<file path="config.mk">
export PLATFORM = sky130hd
export DESIGN_NAME = agitation_moving_average_detector
export DESIGN_NICKNAME = d
export VERILOG_FILES = /design/src/rtl/core/amad_pkg.sv /design/src/rtl/core/agitation_moving_average_detector.sv /design/src/rtl/core/amad_cmpsub.sv /design/src/rtl/core/amad_ring.sv
export SDC_FILE = /design/constraint.sdc
export NUM_CORES = 2
export LEC_CHECK = 0
export ABC_AREA = 0
export BUFFER_PORTS_ARGS = -buffer_cell sky130_fd_sc_hd__buf_2
export CAP_MARGIN = 5
export CORE_UTILIZATION = 53
export CTS_BUF_LIST = sky130_fd_sc_hd__clkbuf_8 sky130_fd_sc_hd__clkbuf_16
export DETAILED_ROUTE_END_ITERATION = 10
export PLACE_DENSITY_LB_ADDON = 0.3
export REMOVE_ABC_BUFFERS = 1
export SLEW_MARGIN = 20
export SYNTH_ARGS = -nofsm -noshare
export SYNTH_HDL_FRONTEND = slang
export SYNTH_SLANG_ARGS = --single-unit
</file>
<file path="constraint.sdc">
create_clock -name clk_i -period 27.4 [get_ports clk_i]
set_input_delay 4.11 -clock clk_i [delete_from_list [all_inputs] [get_ports clk_i]]
set_output_delay 4.11 -clock clk_i [all_outputs]
set_load 0.1 [all_outputs]
</file>
<file path="src/rtl/core/amad_pkg.sv">
// Package for the agitation detector: widths, window constants, state codes.
// No dependencies.
package amad_pkg;

  localparam int unsigned AXIS_W   = 16;
  localparam int unsigned MAG_W    = 16;
  localparam int unsigned THR_W    = 16;
  localparam int unsigned WINDOW   = 5;
  localparam int unsigned SUM_W    = 20;
  localparam int unsigned POS_W    = (WINDOW > 1) ? $clog2(WINDOW) : 1;
  localparam int unsigned RAD_W    = 32;
  localparam int unsigned REM_W    = 17;
  localparam int unsigned CS_W     = 20;
  localparam int unsigned SQRT_STEPS = 16;
  localparam int unsigned CNT_W    = 5;
  localparam logic [15:0] THR_RESET = 16'd1671;

  // Divide by WINDOW as a multiply by the rounded-up reciprocal and a shift;
  // exact for every SUM_W-bit sum
  localparam int unsigned DIV_SHIFT = SUM_W + $clog2(WINDOW);
  localparam int unsigned RCP_W     = SUM_W + 1;
  localparam logic [RCP_W-1:0] DIV_RCP =
    RCP_W'(((64'd1 << DIV_SHIFT) + 64'(WINDOW) - 64'd1) / 64'(WINDOW));

  // Sequencer state codes
  localparam logic [2:0] ST_IDLE = 3'd0;
  localparam logic [2:0] ST_SQX  = 3'd1;
  localparam logic [2:0] ST_SQY  = 3'd2;
  localparam logic [2:0] ST_SQRT = 3'd3;
  localparam logic [2:0] ST_UPD  = 3'd4;
  localparam logic [2:0] ST_DLD  = 3'd5;
  localparam logic [2:0] ST_DONE = 3'd7;

  // Ring update request from the sequencer
  typedef struct packed {
    logic             upd;
    logic [MAG_W-1:0] mag;
  } ring_req_t;

endpackage

</file>
<file path="src/rtl/core/agitation_moving_average_detector.sv">
// Agitation detector top level: squares, iterative square root, window sum, divide.
// Sequence: one word at a time through x and y squaring, 16 square-root steps on the shared unit,
//   ring update, divide and compare; a stalled result holds the input.
// Reset: async active low; ring, sum and position clear, threshold returns to 1671.
// Depends on amad_pkg, amad_cmpsub, amad_ring.
module agitation_moving_average_detector (
  input  logic                         clk_i,
  input  logic                         rst_ni,
  input  logic                         s_axis_tvalid_i,
  output logic                         s_axis_tready_o,
  input  logic [47:0]                  s_axis_tdata_i,  // accel_x, accel_y, accel_z
  output logic                         m_axis_tvalid_o,
  input  logic                         m_axis_tready_i,
  output logic [15:0]                  m_axis_tdata_o,  // average_magnitude
  output logic [2:0]                   m_axis_tuser_o,  // alarm, z_negative, z_positive
  input  logic                         cfg_valid_i,
  output logic                         cfg_ready_o,
  input  logic [amad_pkg::THR_W-1:0]   cfg_data_i
);
  import amad_pkg::*;

  logic [2:0]             state_q, state_d;
  logic [CNT_W-1:0]       cnt_q, cnt_d;
  logic signed [AXIS_W-1:0] x_q, x_d, y_q, y_d;
  logic                   zneg_q, zneg_d, zpos_q, zpos_d;
  logic [RAD_W-1:0]       rad_q, rad_d;
  logic [REM_W-1:0]       rem_q, rem_d;
  logic [MAG_W-1:0]       root_q, root_d;
  logic [MAG_W-1:0]       quo_q, quo_d;
  logic [THR_W-1:0]       thr_q;
  logic                   ovalid_q, ovalid_d;
  logic [MAG_W-1:0]       oavg_q, oavg_d;
  logic [2:0]             ouser_q, ouser_d;

  logic signed [AXIS_W-1:0]   mul_op;
  logic signed [2*AXIS_W-1:0] sq;
  logic [REM_W+1:0]       rem_sh_sqrt;
  logic [SUM_W+RCP_W-1:0] quo_prod;
  logic [CS_W-1:0]        cs_a, cs_b, cs_diff;
  logic                   cs_ge;
  logic                   in_acc, out_free;
  ring_req_t              ring_req;
  logic [SUM_W-1:0]       win_sum;

  assign in_acc   = s_axis_tvalid_i && s_axis_tready_o;
  assign out_free = !ovalid_q || m_axis_tready_i;

  // Single squarer, x then y
  assign mul_op = (state_q == ST_SQX) ? x_q : y_q;
  assign sq     = mul_op * mul_op;

  // Partial remainder shifted in for the next root step
  assign rem_sh_sqrt = {rem_q, rad_q[RAD_W-1 -: 2]};

  // Window sum divided by the window length via reciprocal multiply
  assign quo_prod = win_sum * DIV_RCP;

  // Operand select for the shared unit
  always_comb begin
    case (state_q)
      ST_SQRT: begin
        cs_a = CS_W'(rem_sh_sqrt);
        cs_b = CS_W'({root_q, 2'b01});
      end
      ST_DONE: begin
        cs_a = CS_W'(thr_q);
        cs_b = CS_W'(quo_q);
      end
      default: begin
        cs_a = '0;
        cs_b = '0;
      end
    endcase
  end

  amad_cmpsub u_cmpsub (
    .a_i    (cs_a),
    .b_i    (cs_b),
    .ge_o   (cs_ge),
    .diff_o (cs_diff)
  );

  assign ring_req.upd = (state_q == ST_UPD);
  assign ring_req.mag = root_q;

  amad_ring u_ring (
    .clk_i  (clk_i),
    .rst_ni (rst_ni),
    .req_i  (ring_req),
    .sum_o  (win_sum)
  );

  // Sequencer
  always_comb begin
    state_d  = state_q;
    cnt_d    = cnt_q;
    x_d      = x_q;
    y_d      = y_q;
    zneg_d   = zneg_q;
    zpos_d   = zpos_q;
    rad_d    = rad_q;
    rem_d    = rem_q;
    root_d   = root_q;
    quo_d    = quo_q;
    ovalid_d = ovalid_q && !m_axis_tready_i;
    oavg_d   = oavg_q;
    ouser_d  = ouser_q;
    case (state_q)
      ST_IDLE: begin
        if (in_acc) begin
          x_d     = s_axis_tdata_i[15:0];
          y_d     = s_axis_tdata_i[31:16];
          zneg_d  = s_axis_tdata_i[47];
          zpos_d  = !s_axis_tdata_i[47] && (|s_axis_tdata_i[46:32]);
          state_d = ST_SQX;
        end
      end
      ST_SQX: begin
        rad_d   = RAD_W'(sq);
        state_d = ST_SQY;
      end
      ST_SQY: begin
        rad_d   = rad_q + RAD_W'(sq);
        rem_d   = '0;
        root_d  = '0;
        cnt_d   = CNT_W'(SQRT_STEPS - 1);
        state_d = ST_SQRT;
      end
      ST_SQRT: begin
        // one root bit per step
        rad_d = {rad_q[RAD_W-3:0], 2'b00};
        if (cs_ge) begin
          rem_d  = cs_diff[REM_W-1:0];
          root_d = {root_q[MAG_W-2:0], 1'b1};
        end else begin
          rem_d  = rem_sh_sqrt[REM_W-1:0];
          root_d = {root_q[MAG_W-2:0], 1'b0};
        end
        cnt_d = cnt_q - CNT_W'(1);
        if (cnt_q == '0) begin
          state_d = ST_UPD;
        end
      end
      ST_UPD: begin
        state_d = ST_DLD;
      end
      ST_DLD: begin
        // floored average of the updated window
        quo_d   = MAG_W'(quo_prod >> DIV_SHIFT);
        state_d = ST_DONE;
      end
      ST_DONE: begin
        // alarm when threshold < average
        if (out_free) begin
          ovalid_d = 1'b1;
          oavg_d   = quo_q;
          ouser_d  = {zpos_q, zneg_q, !cs_ge};
          state_d  = ST_IDLE;
        end
      end
      default: begin
        state_d = ST_IDLE;
      end
    endcase
  end

  // Control registers
  always_ff @(posedge clk_i or negedge rst_ni) begin
    if (!rst_ni) begin
      state_q  <= ST_IDLE;
      cnt_q    <= '0;
      ovalid_q <= 1'b0;
      thr_q    <= THR_RESET;
    end else begin
      state_q  <= state_d;
      cnt_q    <= cnt_d;
      ovalid_q <= ovalid_d;
      if (cfg_valid_i && cfg_ready_o) begin
        thr_q <= cfg_data_i;
      end
    end
  end

  // Datapath registers
  always_ff @(posedge clk_i) begin
    x_q     <= x_d;
    y_q     <= y_d;
    zneg_q  <= zneg_d;
    zpos_q  <= zpos_d;
    rad_q   <= rad_d;
    rem_q   <= rem_d;
    root_q  <= root_d;
    quo_q   <= quo_d;
    oavg_q  <= oavg_d;
    ouser_q <= ouser_d;
  end

  assign s_axis_tready_o = (state_q == ST_IDLE);
  assign m_axis_tvalid_o = ovalid_q;
  assign m_axis_tdata_o  = oavg_q;
  assign m_axis_tuser_o  = ouser_q;
  assign cfg_ready_o     = 1'b1;

endmodule

</file>
<file path="src/rtl/core/amad_cmpsub.sv">
// Shared compare-subtract unit: one step of square root, and the threshold compare.
// Depends on amad_pkg.
module amad_cmpsub (
  input  logic [amad_pkg::CS_W-1:0] a_i,
  input  logic [amad_pkg::CS_W-1:0] b_i,
  output logic                      ge_o,
  output logic [amad_pkg::CS_W-1:0] diff_o
);
  import amad_pkg::*;

  // a >= b and a - b from one subtractor
  logic [CS_W:0] sub;

  assign sub    = {1'b0, a_i} - {1'b0, b_i};
  assign ge_o   = ~sub[CS_W];
  assign diff_o = sub[CS_W-1:0];

endmodule

</file>
<file path="src/rtl/core/amad_ring.sv">
// Ring of the last WINDOW magnitudes and the running window sum.
// Depends on amad_pkg.
module amad_ring (
  input  logic                       clk_i,
  input  logic                       rst_ni,
  input  amad_pkg::ring_req_t        req_i,
  output logic [amad_pkg::SUM_W-1:0] sum_o
);
  import amad_pkg::*;

  logic [MAG_W-1:0] ring_q [WINDOW];
  logic [SUM_W-1:0] sum_q, sum_d;
  logic [POS_W-1:0] pos_q, pos_d;

  // Drop the oldest entry, add the new one
  always_comb begin
    sum_d = sum_q - SUM_W'(ring_q[pos_q]) + SUM_W'(req_i.mag);
    pos_d = (pos_q == POS_W'(WINDOW - 1)) ? '0 : pos_q + POS_W'(1);
  end

  always_ff @(posedge clk_i or negedge rst_ni) begin
    if (!rst_ni) begin
      sum_q <= '0;
      pos_q <= '0;
      for (int i = 0; i < WINDOW; i++) begin
        ring_q[i] <= '0;
      end
    end else if (req_i.upd) begin
      sum_q         <= sum_d;
      pos_q         <= pos_d;
      ring_q[pos_q] <= req_i.mag;
    end
  end

  assign sum_o = sum_q;

endmodule

</file>
==> reports/metrics.cfg <==
[sta]
worst_slew_pin_slew_ns = 1.01
relSlewSlack_pct = 32.7
layout_min_cycle_time_ns = 10.96
skew_ns = 0.0191
tns_ns = 0
finalHoldViolations = 0
slew_violations = 0
max_freq_ghz = 0.0912
period_share_pct = 40.0
finalSetupViolations = 0
grt_setup_unrepaired = no

[clocking]
root_buffer = clkbuf_16
cts_post_setup_buffers_inserted = 0
clk_pin_slew_worst_paths_ns = 0.06
ctsHoldBuffers = 0
clk_latency_ns = 0.59
clockBufferDepth = 3
cts_resized = 0
numCtsBuffers = 30
numClockSinks = 262
htreeDepth = 1
cts_tree = built

[worst_setup_path]
r2r_start = state_q[2]$_DFFE_PN0P_
cp_max_fo = 18
worstPathArrival_ns = 11.28
regToRegEndpoint = rad_q[31]$_DFFE_PP_
crit_path_end_kind = flop
critPathKind = reg2reg
r2r_cells = 39
crit_required_ns = 27.72
critPathMaxStageDelay_ns = 0.64
r2r_slack_ns = 16.44
crit_slowest_cell = a2111oi_0
startpoint_type = flop

[logic_synthesis]
yosysTopAreaCellShare_pct = 26.5
yosys_warnings = 0
synth_edf_count = 134
yosysTopAreaCell = fa_1
yosys_register_bits = 262
yosysUniqueCellTypes = 76
synthTopCellsByArea = fa_1, ha_1, edfxtp_1, dfrtp_1, inv_1
async_reset_ff_share_pct = 48.9
synthFlopType = edfxtp_1
postSynthAreaPerCell_um2 = 9.90
postSynthCellCount = 2989
ys_seq_area_share_pct = 24.4
syn-cell-area_um2 = 29600

[detailed_routing]
topRoutingLayerUsed = met4
drc = 0
ant_nets = 0
routedWlPerCell_um = 18.8
dr.first_iter.drc_count = 1447
wirelength_um = 72000
vias = 21100
wl_met3_um = 2980
drt-pass1-iter-count = 6
post_drt_via_cell_ratio = 5.52
wl_met1_um = 29800
met2WireLength_um = 36600

[worst_hold_path]
hold_path_end = u_ring.ring_q[23]$_DFFE_PN0P_
hold_class = reg2reg
hold_start = u_ring.ring_q[23]$_DFFE_PN0P_
min_delay_path_depth = 2

[grt]
grt_pass1_vias = 22400
grt_overflow_total = 0
grt_max_degree = 73
grt_usage_pct = 26.5
grt_pass1_wl_um = 118000
grt_antenna_before_repair = 1

[cells_and_area]
area.growth.synth_to_final_pct = 8.13
drive_above_1_share_pct = 7.72
final_nets = 3862

[die]
start_util_pct = 53.7
core_area_um2 = 55100
dieArea_um2 = 56800
design.portCount = 91
rows = 86
die_h_um = 238
fp.dieW_um = 238

[placed_design]
dpl.hpwl_um = 58800
numPortBuffers = 89
gp_congestion = 0.942

[run]
max_cap_viol_count = 0

[outcome]
status = finished, final reports clean

worst max-delay path by stage:
stage | startpoint | to
after floorplan | state_q[0]$_DFFE_PN0P_ | rad_q[30]$_DFFE_PP_
after global placement | state_q[2]$_DFFE_PN0P_ | rad_q[31]$_DFFE_PP_
after detailed placement | state_q[2]$_DFFE_PN0P_ | rad_q[31]$_DFFE_PP_
after CTS | state_q[2]$_DFFE_PN0P_ | rad_q[31]$_DFFE_PP_
after global routing | state_q[2]$_DFFE_PN0P_ | rad_q[31]$_DFFE_PP_
final | state_q[2]$_DFFE_PN0P_ | rad_q[31]$_DFFE_PP_
routing by layer:
metal | GRT usage, % | vias to the layer above
met4 | 8.28 | 0
met5 | 0 | -
li1 | - | 9804
met2 | 46.8 | 576
met3 | 2.46 | 117
met1 | 34.5 | 10600
state kept, by name, indices dropped and copies added, names as in the netlist, 3 cells and up:
| signal | cells |
|---|---|
| state_q | 3 |
| u_ring.pos_q | 3 |
| m_axis_tuser_o | 3 |
| m_axis_tdata_o | 16 |
| rem_q | 17 |
| root_q | 16 |
| u_ring.ring_q | 80 |
| quo_q | 16 |
| y_q | 16 |
| u_ring.sum_o | 20 |
| rad_q | 32 |
| cnt_q | 5 |
| x_q | 16 |
| thr_q | 16 |
cell families after synthesis:
family | count (synthesis) | share of synthesized area, %
other cells | 1 | 0.0127
buf+inv | 745 | 9.47
flops | 262 | 24.4
simple gates | 591 | 8.66
compound gates | 481 | 10.3
xor+xnor | 106 | 3.14
fa+ha+maj | 735 | 41.0
mux | 68 | 3.01
cell usage in the layout, fill, tap and decap left out, types with 12 or more instances in the layout:
master     instances
a21o_1            45
a211oi_1          14
nand3_1           24
mux2_2            29
clkbuf_16         32
a21oi_1          101
buf_4             17
o21a_1            20
dfrtp_1          122
xor2_1            20
edfxtp_1         134
a22oi_1           15
nor2_1           176
nand2_1          260
and2_1            12
a22o_1            15
buf_2             88
nor2b_1           16
nor3_1            38
ha_1             343
xnor2_1           86
mux2i_1           24
fa_1             392
mux4_2            14
inv_1            675
o21ai_0          174
cell type report:
type,count,area (µm²)
clock inverters,19,228
clock buffers,37,870
repair buffers,106,596
fillers,4710,23100
diodes,1,2.50
flip-flops and latches,262,7230
multi-input cells,1982,19600
inverters,676,2540
well taps,748,936
cells in the mapped netlist (6+ instances only):
cell type / number
a211oi_1: 14
a21o_1: 45
a21oi_1: 101
a221o_1: 10
a22o_1: 15
a22oi_1: 15
a31oi_1: 11
and2_1: 13
and3_1: 8
clkbuf_1: 62
dfrtp_1: 122
dfstp_2: 6
edfxtp_1: 134
fa_1: 392
ha_1: 343
inv_1: 670
mux2_2: 29
mux2i_1: 25
mux4_2: 14
nand2_1: 260
nand2b_1: 10
nand3_1: 27
nor2_1: 180
nor2b_1: 16
nor3_1: 39
nor4_1: 8
o21a_1: 20
o21ai_0: 174
o21bai_1: 8
o22ai_1: 6
o41ai_1: 6
xnor2_1: 86
xor2_1: 20
critical path: cells and delay by family (launching register included):
family | cells | cell delay [ns]
adders and majority gates | 8 | 3.72
AOI/OAI and AO/OA | 13 | 3.46
buffers and inverters | 8 | 1.21
and+or+nand+nor | 7 | 0.92
DFF | 1 | 0.52
muxes | 1 | 0.52
xor gates and xnor gates | 2 | 0.32
metrics by stage:
| step | util [%] | std cells | cell area [µm²] | hold WS (ns) | setup slack (ns) |
|---|---|---|---|---|---|
| after floorplan | - | 2920 | 29300 | 0.400 | 17.04 |
| final | 58.1 | 3831 | 32000 | 0.479 | 16.44 |
| after global placement | 56.0 | 3773 | 30900 | 0.457 | 16.99 |
| after detailed placement | 56.0 | 3773 | 30900 | 0.466 | 16.52 |
| after CTS | 58.0 | 3829 | 32000 | 0.480 | 16.51 |
| after global routing | 58.1 | 3830 | 32000 | 0.504 | 15.63 |
Power is left out: the tool's default activity adds up to more than one toggle a clock period on the data nets, which glitch-free logic cannot reach.
